`config.mk`:
```
export PLATFORM = sky130hd
export DESIGN_NAME = tgci_div
export DESIGN_NICKNAME = d
export VERILOG_FILES = /design/src/rtl/tgci_pkg.sv /design/src/rtl/tgci_div.sv
export SDC_FILE = /design/constraint.sdc
export NUM_CORES = 1
export LEC_CHECK = 0
export BUFFER_PORTS_ARGS = -buffer_cell sky130_fd_sc_hd__buf_4
export CAP_MARGIN = 25
export CORE_MARGIN = 5
export CORE_UTILIZATION = 30
export CTS_BUF_LIST = sky130_fd_sc_hd__clkbuf_16
export CTS_CLUSTER_SIZE = 14
export DETAILED_ROUTE_END_ITERATION = 8
export PLACE_DENSITY = 0.51
export SLEW_MARGIN = 5
export SYNTH_ARGS = -nofsm -noshare
export SYNTH_HDL_FRONTEND = slang
export SYNTH_SLANG_ARGS = --single-unit
```
`constraint.sdc`:
```
create_clock -name i_clk -period 4.9 [get_ports i_clk]
set_input_delay 0.245 -clock i_clk [delete_from_list [all_inputs] [get_ports i_clk]]
set_output_delay 0.245 -clock i_clk [all_outputs]
set_load 0.1 [all_outputs]
```
`src/rtl/tgci_pkg.sv`:
```
package tgci_pkg;

    localparam int CELL_COUNT_DEF = 65536;
    localparam int EPOCH_W        = 8;
    localparam int G_W            = 43;
    localparam int NUM_W          = 24;
    localparam int DEN_W          = 16;

    localparam logic [15:0] CELL_SIZE_RST = 16'd100;
    localparam logic [16:0] COLUMNS_RST   = 17'd256;
    localparam logic [23:0] NEAR_RST      = 24'd5120;

    localparam logic [1:0] CFG_CELL_SIZE = 2'd0;
    localparam logic [1:0] CFG_COLUMNS   = 2'd1;
    localparam logic [1:0] CFG_NEAR      = 2'd2;

    typedef struct packed {
        logic        starts_trajectory;
        logic [30:0] point_time;
        logic [31:0] point_x;
        logic [31:0] point_y;
    } t_in_item;

    typedef struct packed {
        logic [15:0] cell_index;
        logic [30:0] first_time;
        logic [30:0] latest_time;
        logic        out_of_range;
        logic        last_of_run;
    } t_out_item;

    typedef struct packed {
        logic        start;
        logic [63:0] a;
        logic [63:0] b;
    } t_mul_req;

    typedef struct packed {
        logic             start;
        logic [NUM_W-1:0] num;
        logic [DEN_W-1:0] den;
    } t_div_req;

    typedef struct packed {
        logic [EPOCH_W-1:0] epoch;
        logic [30:0]        first_time;
    } t_entry;

endpackage

```
`src/rtl/tgci_div.sv`:
```
module tgci_div (
    input  logic                           i_clk,
    input  logic                           i_rst_n,
    input  tgci_pkg::t_div_req             i_req,
    output logic                           o_done,
    output logic [tgci_pkg::NUM_W-1:0]     o_quot
);
    import tgci_pkg::*;

    logic             r_run;
    logic             r_done;
    logic [4:0]       r_cnt;
    logic [DEN_W:0]   r_rem;
    logic [NUM_W-1:0] r_q;
    logic [DEN_W-1:0] r_den;
    logic [DEN_W:0]   rem_sh;
    logic             fits;

    // Restoring division: the dividend shifts out of the top of r_q while
    // the quotient bits shift in at the bottom.
    assign rem_sh = {r_rem[DEN_W-1:0], r_q[NUM_W-1]};
    assign fits   = rem_sh >= {1'b0, r_den};

    always_ff @(posedge i_clk) begin
        if (!i_rst_n) begin
            r_run  <= 1'b0;
            r_done <= 1'b0;
            r_cnt  <= '0;
        end else begin
            r_done <= 1'b0;
            if (i_req.start) begin
                r_run <= 1'b1;
                r_cnt <= '0;
                r_rem <= '0;
                r_q   <= i_req.num;
                r_den <= i_req.den;
            end else if (r_run) begin
                r_rem <= fits ? (rem_sh - {1'b0, r_den}) : rem_sh;
                r_q   <= {r_q[NUM_W-2:0], fits};
                r_cnt <= r_cnt + 5'd1;
                if (r_cnt == 5'(NUM_W - 1)) begin
                    r_run  <= 1'b0;
                    r_done <= 1'b1;
                end
            end
        end
    end

    assign o_done = r_done;
    assign o_quot = r_q;

endmodule

```
# Yosys cells after proc, flatten, opt, wreduce, memory -nomap -nowiden
# Cells that the tools add are included.
# op_classes
addsub	2
order_cmp	1
n_eq_ne	1
muxes	8
n_bitwise	2
reduce_logical	5
# ops
operator	count
$mux 24	2
$mux 16	2
$ge 17x16->1	1
$sub 16x16->16	1
$add 5x1->5 const B	1
$eq 5x5->1 const B	1
$mux 1	4
$reduce_and 2->1	2
$reduce_or 3->1	1
$not 1->1	2
$reduce_bool 2->1	1
$reduce_or 2->1	1
# word_totals
regBits	63
input_bits	43
wordCells	25

# Depth between registers and ports, before layout
# Gate-level depths: netlist of the first run.
# depth
depth_word	4
depth_mapped	10

# Worst setup path after synthesis of the first run
# OpenSTA, ideal clock, no wires.
# synth_timing
kind	register to register
start	register r_q[23], in the netlist o_quot[23]
end	register r_rem[12], data pin
setup_ns	0.169
arrival_time_ns	2.880
setup_slack_ns	1.851
path_stages_with_launch	10
synth_period_minus_slack_ns	3.049
cell_sequence	edfxtp_1 > inv_1 > ha_1 > fa_1 > nand2b_1 > a21oi_1 > a41oi_1 > o21ai_0 > mux2_2 > o31ai_1
# synth_between
elab_chain_cells	3
word_cells_on_any_way	4
classes_between	add/sub (1); order compare (1); mux (2)
# synth_lines
element	line_no	rtl
start: declaration	tgci_div.sv:14	logic [NUM_W-1:0] r_q;
start signal: assignment	tgci_div.sv:35	r_q <= i_req.num;
start signal: assignment	tgci_div.sv:39	r_q <= {r_q[NUM_W-2:0], fits};
$sub 16x16->16 / $ge 17x16->1 (equally long branches)	tgci_div.sv:38, tgci_div.sv:22	
$mux 16 *	tgci_div.sv:38	r_rem <= fits ? (rem_sh - {1'b0, r_den}) : rem_sh;
$mux 16 *	tgci_div.sv:37	end else if (r_run) begin
end signal: assignment	tgci_div.sv:38	
end: declaration	tgci_div.sv:13	logic [DEN_W:0] r_rem;
# Every way passes the cells marked *; elsewhere a longest branch is shown, timed or not. The select of a mux whose other input is x is not followed.
# A chain may end at the register's enable or synchronous reset.

# Worst setup path after layout of the first run
# layout_timing
start	register r_rem[13]
end	register r_rem[10], data pin
# layout_between
elab_chain_cells	3
# layout_lines
element	line_no	rtl
$ge 17x16->1	tgci_div.sv:22	assign fits = rem_sh >= {1'b0, r_den};
$mux 16	tgci_div.sv:38	
$mux 16	tgci_div.sv:37	
# No other way between the ends. The select of a mux whose other input is x is not followed.

==> results of run 1 <==
[per-layer routing]
metal / vias up / part of all wire, %
met4: 0 / 1.6
li1: 1291 / -
met5: - / 0
met2: 57 / 50
met1: 1226 / 44
met3: 12 / 4.1
[metrics by stage]
| step | instances | hold slack, ns | total power (uW) | util, % |
|---|---|---|---|---|
| 3_5_place_dp | 501 | 0.424 | 1190 | 36.2 |
| 5_1_grt | 517 | 0.0654 | 1960 | 39.1 |
| 3_3_place_gp | 500 | 0.424 | 1180 | 36.2 |
| 6_report | 517 | 0.0797 | 1880 | 39.1 |
| 2_1_floorplan | 307 | 0.344 | 1070 | - |
| 4_1_cts | 517 | 0.0710 | 1900 | 39.1 |
[worst min path at each step]
stage / startpoint / to
3_3_place_gp: i_req[13] / r_den[13]$_DFFE_PP_
2_1_floorplan: i_req[0] / r_den[0]$_DFFE_PP_
3_5_place_dp: i_req[2] / r_den[2]$_DFFE_PP_
4_1_cts: i_req[2] / r_den[2]$_DFFE_PP_
5_1_grt: i_req[4] / r_den[4]$_DFFE_PP_
6_report: i_req[2] / r_den[2]$_DFFE_PP_
[worst max-delay path: stages, from the launching register on]
cell and delay [ns]:
sky130_fd_sc_hd__edfxtp_1 0.38, sky130_fd_sc_hd__ha_1 0.40, sky130_fd_sc_hd__a21o_1 0.24, sky130_fd_sc_hd__a211o_1 0.35, sky130_fd_sc_hd__or3_4 0.42, sky130_fd_sc_hd__nor3_4 0.53, sky130_fd_sc_hd__nor3_4 0.17, sky130_fd_sc_hd__a31o_1 0.26
[power groups by stage]
stage | combinational, uW | clock (uW) | sequential, uW
finish | 511 | 705 | 665
global route | 552 | 741 | 670
CTS | 512 | 719 | 665
detailed placement | 509 | 0 | 676
global placement | 508 | 0 | 676
floorplan | 302 | 0 | 763
[synth_stat cells, types with 2 or more instances]
library cell,n
sky130_fd_sc_hd__nand2b_1,2
sky130_fd_sc_hd__nand3_1,7
sky130_fd_sc_hd__o211ai_1,4
sky130_fd_sc_hd__o21ai_0,10
sky130_fd_sc_hd__a211oi_1,2
sky130_fd_sc_hd__inv_1,23
sky130_fd_sc_hd__dfxtp_1,7
sky130_fd_sc_hd__o311a_1,7
sky130_fd_sc_hd__xnor2_1,6
sky130_fd_sc_hd__a31o_1,7
sky130_fd_sc_hd__ha_1,17
sky130_fd_sc_hd__o311ai_0,2
sky130_fd_sc_hd__xor2_1,6
sky130_fd_sc_hd__nand2_1,14
sky130_fd_sc_hd__nor4_1,2
sky130_fd_sc_hd__o31ai_1,8
sky130_fd_sc_hd__a21o_1,5
sky130_fd_sc_hd__mux2i_1,4
sky130_fd_sc_hd__clkbuf_1,14
sky130_fd_sc_hd__mux2_2,26
sky130_fd_sc_hd__and2_1,3
sky130_fd_sc_hd__nor3_4,2
sky130_fd_sc_hd__a31oi_1,4
sky130_fd_sc_hd__a21oi_1,8
sky130_fd_sc_hd__nand4_1,5
sky130_fd_sc_hd__edfxtp_1,56
sky130_fd_sc_hd__buf_6,2
sky130_fd_sc_hd__nor2_1,17
sky130_fd_sc_hd__nor3_1,7
sky130_fd_sc_hd__a31o_2,2
sky130_fd_sc_hd__o21a_1,3
sky130_fd_sc_hd__nor2b_1,5
[registers in the layout, indices dropped and copies added (netlist names)]
register / cells
r_run: 1
r_den: 16
r_rem: 16
o_quot: 24
r_cnt: 5
o_done: 1
[kinds of logic after synthesis]
| kind of cell | after synthesis |
|---|---|
| AOI/OAI and AO/OA | 72 |
| xor gates and xnor gates | 12 |
| adders and majority gates | 18 |
| buffers and inverters | 42 |
| DFF | 63 |
| muxes | 30 |
| and+or+nand+nor | 70 |
[area by class of cell]
cell class              instances  share of cell area, %
flip-flops and latches         63                   40.2
multi-input cells             202                   34.8
repair buffers                 70                   11.6
clock buffers                  12                   6.63
well taps                     143                   3.95
inverters                      23                   1.91
clock inverters                 4                  0.829
==> results_dict.tcl, run 1 <==
set metrics [dict create \
    worstSkewPairLatency_ns 0.34 \
    ioPinCount 68 \
    initial_antenna_violation_count 0 \
    setup_ws_ns 1.91 \
    pwr-share-clk_pct 37.5 \
    power.static_leakage_uw 0.00186 \
    routedWlPerCell_um 16.4 \
    floorplan.die_area_sq_um 14200 \
    ctsResizeCount 0 \
    die_height_um 119 \
    cts-htree-levels 3 \
    post_synth_top_area_share_pct 47.0 \
    fp.coreArea_sq_um 11600 \
    synth_compound_area_share_pct 14.9 \
    synthFlopType "sky130_fd_sc_hd__edfxtp_1" \
    slew_headroom_pct 52.0 \
    cts_post_setup_buffers_inserted 0 \
    path_class "reg -> reg" \
    switching_share_pct 32.2 \
    grt_start_max_net_pins 37 \
    synth_edf_count 56 \
    layout-area-overhead-vs-synth_pct 26.5 \
    dr_total_vias 2586 \
    worst_setup_hold_path_clk_slew_ns 0.06 \
    multiInputGateArea_sq_um 1580 \
    drt_pre_antenna_iters 4 \
    timing.critical_path.from "r_rem[13]$_SDFFCE_PP0P_" \
    synth_seq_cells 63 \
    crit_arrival_ns 3.07 \
    grt_use_met1_pct 14.8 \
    synth_simple_gate_area_share_pct 10.4 \
    hold_path_class "in -> reg" \
    place.gp.congestion 0.871 \
    yosys.cell_types.count 52 \
    avgViaCountPerCell 5.00 \
    outcome "finished clean" \
    placed_cell_areas_sq_um 4190 \
    global_route.usage.total_pct 12.0 \
    drc 0 \
    drive_gt1_share_pct 31.6 \
    combinational_family_with_the_most_area_after_synthesis "compound AO/OA/AOI/OAI gates" \
    final-max-slew-violation-count 0 \
    detailedRoute.firstIterationViolations 131 \
    powerDensity_nw_per_um2 415 \
    internal_power_uw 1270 \
    synth-xor-area-share_pct 2.94 \
    design_area_sq_um 4530 \
    routed_wl_um 8460 \
    share_seq_of_total_power_pct 35.3 \
    clock_root_buffer_master "sky130_fd_sc_hd__clkbuf_16" \
    chipWidth_um 119 \
    mostFrequentLayoutCell "sky130_fd_sc_hd__buf_4" \
    hold_path_depth 1 \
    grt_remaining_overflow 0 \
    clock_sinks 63 \
    dp_slack_ns 1.94 \
    global_route.usage.met3_pct 3.08 \
    dp.final_hpwl_um 6190 \
    gate_count_of_the_mapped_netlist 307 \
    timing_worst_slew_pin_value_ns 0.720 \
    timing.critical_path.required_ns 4.99 \
    post_synth.cell_area_avg_sq_um 11.7 \
    first_global_vias 2553 \
    synth_fa_ha_area_share_pct 6.50 \
    worst-r2r-setup-slack_ns 1.91 \
    worstRegToRegCells 7 \
    clock_skew_ns 0.00865 \
    io_buffers 67 \
    r2r_end "r_rem[10]$_SDFFCE_PP0P_" \
    tritoncts "built" \
    startpoint_type "flop" \
    hold_viol_final 0 \
    antenna_cells_inserted 0 \
    floorplan.initialDensity_pct 30.9 \
    endpoint "r_rem[10]$_SDFFCE_PP0P_" \
    synth_largest_area_cell "sky130_fd_sc_hd__edfxtp_1" \
    report.final.setup_viol 0 \
    mostFrequentLayoutCells "sky130_fd_sc_hd__buf_4 (70), sky130_fd_sc_hd__edfxtp_1 (56), sky130_fd_sc_hd__mux2_2 (26)" \
    grt_first_pass_wirelength_um 13400 \
    worstSetupEndpointType "flop" \
    crit_path_max_fanout 12 \
    finalSetupTns_ns 0 \
    p_switching_uw 606 \
    fmax_mhz 335 \
    regArea_sq_um 1820 \
    muxShareOfSynthArea_pct 9.30 \
    cap_violations 0 \
    mappedNetlistArea_sq_um 3580 \
    setup_repair_after_global_routing_missed_its_margin "false" \
    final_cycle_share_pct 60.9 \
    vdd_drop_max_v 0.000182 \
    async_reset_ff_share_pct 0 \
    fp-row-count 39 \
    grt_busiest_layer "met2" \
    filler_cell_count 1101 \
    cts_made_buffers 9 \
    cts_buffer_depth 2 \
    cts_hold_repair.buffers 0 \
    synth.yosys.seq_area_share_pct 50.9 \
    synth.area.top_cells "sky130_fd_sc_hd__edfxtp_1 (47%), sky130_fd_sc_hd__mux2_2 (8.2%), sky130_fd_sc_hd__ha_1 (5.9%)" \
    r2r_start "r_rem[13]$_SDFFCE_PP0P_" \
    timing.final.crit_period_ns 2.99 \
    syn_nets 368 \
    pwr-share-comb_pct 27.2 \
    met2_usage_pct 20.3 \
    antenna_left 0 \
    yosys_warnings 0 \
    nets 430 \
]
(Power assumes the default switching activity.)
==> run 2: changes to the inputs <==
Clock period 4.9 ns to 2.9 ns, I/O delays scaled along.
==> run 2 against run 1 <==
Compared with the run above: non-clock buffer count is 23 higher; largest power group is now registers; clock power is 56% higher; register-to-register slack worse by 1.7 ns; first-iteration DRC count is 42% lower; combinational power is 80% higher; largest cell class unchanged; global-route usage is 0.63 points higher.
==> results_dict.tcl, run 2 (synthesis gave the netlist of run 1 again) <==
set metrics [dict create \
    place.gp.congestion 0.823 \
    routedWlPerCell_um 15.9 \
    fp-row-count 39 \
    routed_wl_um 8600 \
    timing_worst_slew_pin_value_ns 0.738 \
    outcome "finished clean" \
    mostFrequentLayoutCell "sky130_fd_sc_hd__buf_4" \
    dr_total_vias 2684 \
    grt_use_met1_pct 16.2 \
    worstSkewPairLatency_ns 0.33 \
    global_route.usage.met3_pct 3.13 \
    clock_skew_ns 0.00323 \
    crit_path_max_fanout 7 \
    mostFrequentLayoutCells "sky130_fd_sc_hd__buf_4 (76), sky130_fd_sc_hd__edfxtp_1 (56), sky130_fd_sc_hd__mux2_2 (26)" \
    grt_start_max_net_pins 34 \
    report.final.setup_viol 0 \
    layout-area-overhead-vs-synth_pct 32.7 \
    initial_antenna_violation_count 0 \
    worst_setup_hold_path_clk_slew_ns 0.06 \
    vdd_drop_max_v 0.000266 \
    power_uw 3140 \
    path_class "reg -> reg" \
    detailedRoute.firstIterationViolations 76 \
    clock_root_buffer_master "sky130_fd_sc_hd__clkbuf_16" \
    antenna_left 0 \
    startpoint_type "flop" \
    first_global_vias 2748 \
    place_inst 508 \
    grt_first_pass_wirelength_um 14100 \
    slew_headroom_pct 50.7 \
    cts_made_buffers 9 \
    avgViaCountPerCell 4.97 \
    layout.cells.non_filler 540 \
    fmax_mhz 377 \
    final_cycle_share_pct 91.4 \
    floorplan.die_area_sq_um 14200 \
    grt_remaining_overflow 0 \
    drc 0 \
    global_route.usage.total_pct 12.6 \
    powerDensity_nw_per_um2 662 \
    met2_usage_pct 20.2 \
    fp.coreArea_sq_um 11600 \
    die_height_um 119 \
    chipWidth_um 119 \
    drt_pre_antenna_iters 4 \
    tritoncts "built" \
    placed_cell_areas_sq_um 4280 \
    floorplan.initialDensity_pct 30.9 \
    hold_path_class "in -> reg" \
    largest_register_ff_count 24 \
    power.static_leakage_uw 0.00196 \
    setup_repair_after_global_routing_missed_its_margin "false" \
    cts_buffer_depth 2 \
    clock_sinks 63 \
    timing.critical_path.required_ns 3.11 \
    ioPinCount 68 \
    timing.final.crit_period_ns 2.65 \
    drive_gt1_share_pct 32.5 \
    cap_violations 0 \
    dp.final_hpwl_um 6250 \
    antenna_cells_inserted 0 \
    worstSetupEndpointType "flop" \
    cts_post_setup_buffers_inserted 0 \
    final_core_utilization_pct 41.0 \
    io_buffers 67 \
    crit_arrival_ns 2.86 \
    nets 453 \
    finalSetupTns_ns 0 \
    final-max-slew-violation-count 0 \
    design_area_sq_um 4750 \
    cts-htree-levels 3 \
    hold_viol_final 0 \
    grt_busiest_layer "met2" \
]
==> run 2: what timing repair did <==
item | in CTS | in global routing
resized for setup | 0 | 0
endpoints found under the hold margin | 16 | 0
hold buffers | 16 | 0
==> run 2: stage by stage <==
| stage | hold WS [ns] | setup WS (ns) |
|---|---|---|
| 6_report | 0.0900 | 0.248 |
| 5_1_grt | 0.0933 | 0.0684 |
| 4_1_cts | 0.0805 | 0.218 |
| 3_5_place_dp | 0.324 | 0.239 |
| 3_3_place_gp | 0.323 | 0.215 |
| 2_1_floorplan | 0.244 | 0.0163 |
==> run 2: power by group <==
| group | switching [uW] | internal (uW) | leakage (uW) |
|---|---|---|---|
| sequential | 35.5 | 1090 | 0.000592 |
| clock | 415 | 684 | 0.000155 |
| combinational | 559 | 361 | 0.00121 |
| total | 1010 | 2130 | 0.00196 |
==> run 2: final timing paths <==
check | start | slack (ns) | end | depth (start not counted)
max | r_rem[13]$_SDFFCE_PP0P_ | 0.25 | r_rem[7]$_SDFFCE_PP0P_ | 8
min | i_req[16] | 0.09 | o_quot[0]$_DFFE_PP_ | 3
max reg2reg | r_rem[13]$_SDFFCE_PP0P_ | 0.25 | r_rem[7]$_SDFFCE_PP0P_ | 8
min reg2reg | r_cnt[4]$_SDFFE_PP0P_ | 0.52 | r_cnt[4]$_SDFFE_PP0P_ | 2
==> run 2: metal layers <==
metal,vias up,wire [um]
li1,1333,-
met1,1290,3970
met2,46,4100
met3,15,344
met4,0,185
met5,-,0
==> run 2: layout make-up <==
type	count	area (sq um)
Fill cell	1127	6820
Sequential cell	63	1820
Multi-Input combinational cell	202	1600
Timing Repair Buffer	93	751
Clock buffer	11	275
Tap cell	143	179
Inverter	23	86.3
Clock inverter	5	33.8
==> run 2: critical path: stages, from the launching register on <==
cell	delay, ns
sky130_fd_sc_hd__edfxtp_1	0.38
sky130_fd_sc_hd__ha_1	0.32
sky130_fd_sc_hd__a21o_1	0.21
sky130_fd_sc_hd__a211o_1	0.35
sky130_fd_sc_hd__or3_4	0.42
sky130_fd_sc_hd__nor3_4	0.33
sky130_fd_sc_hd__buf_4	0.22
sky130_fd_sc_hd__o311a_1	0.19
sky130_fd_sc_hd__a31o_1	0.09
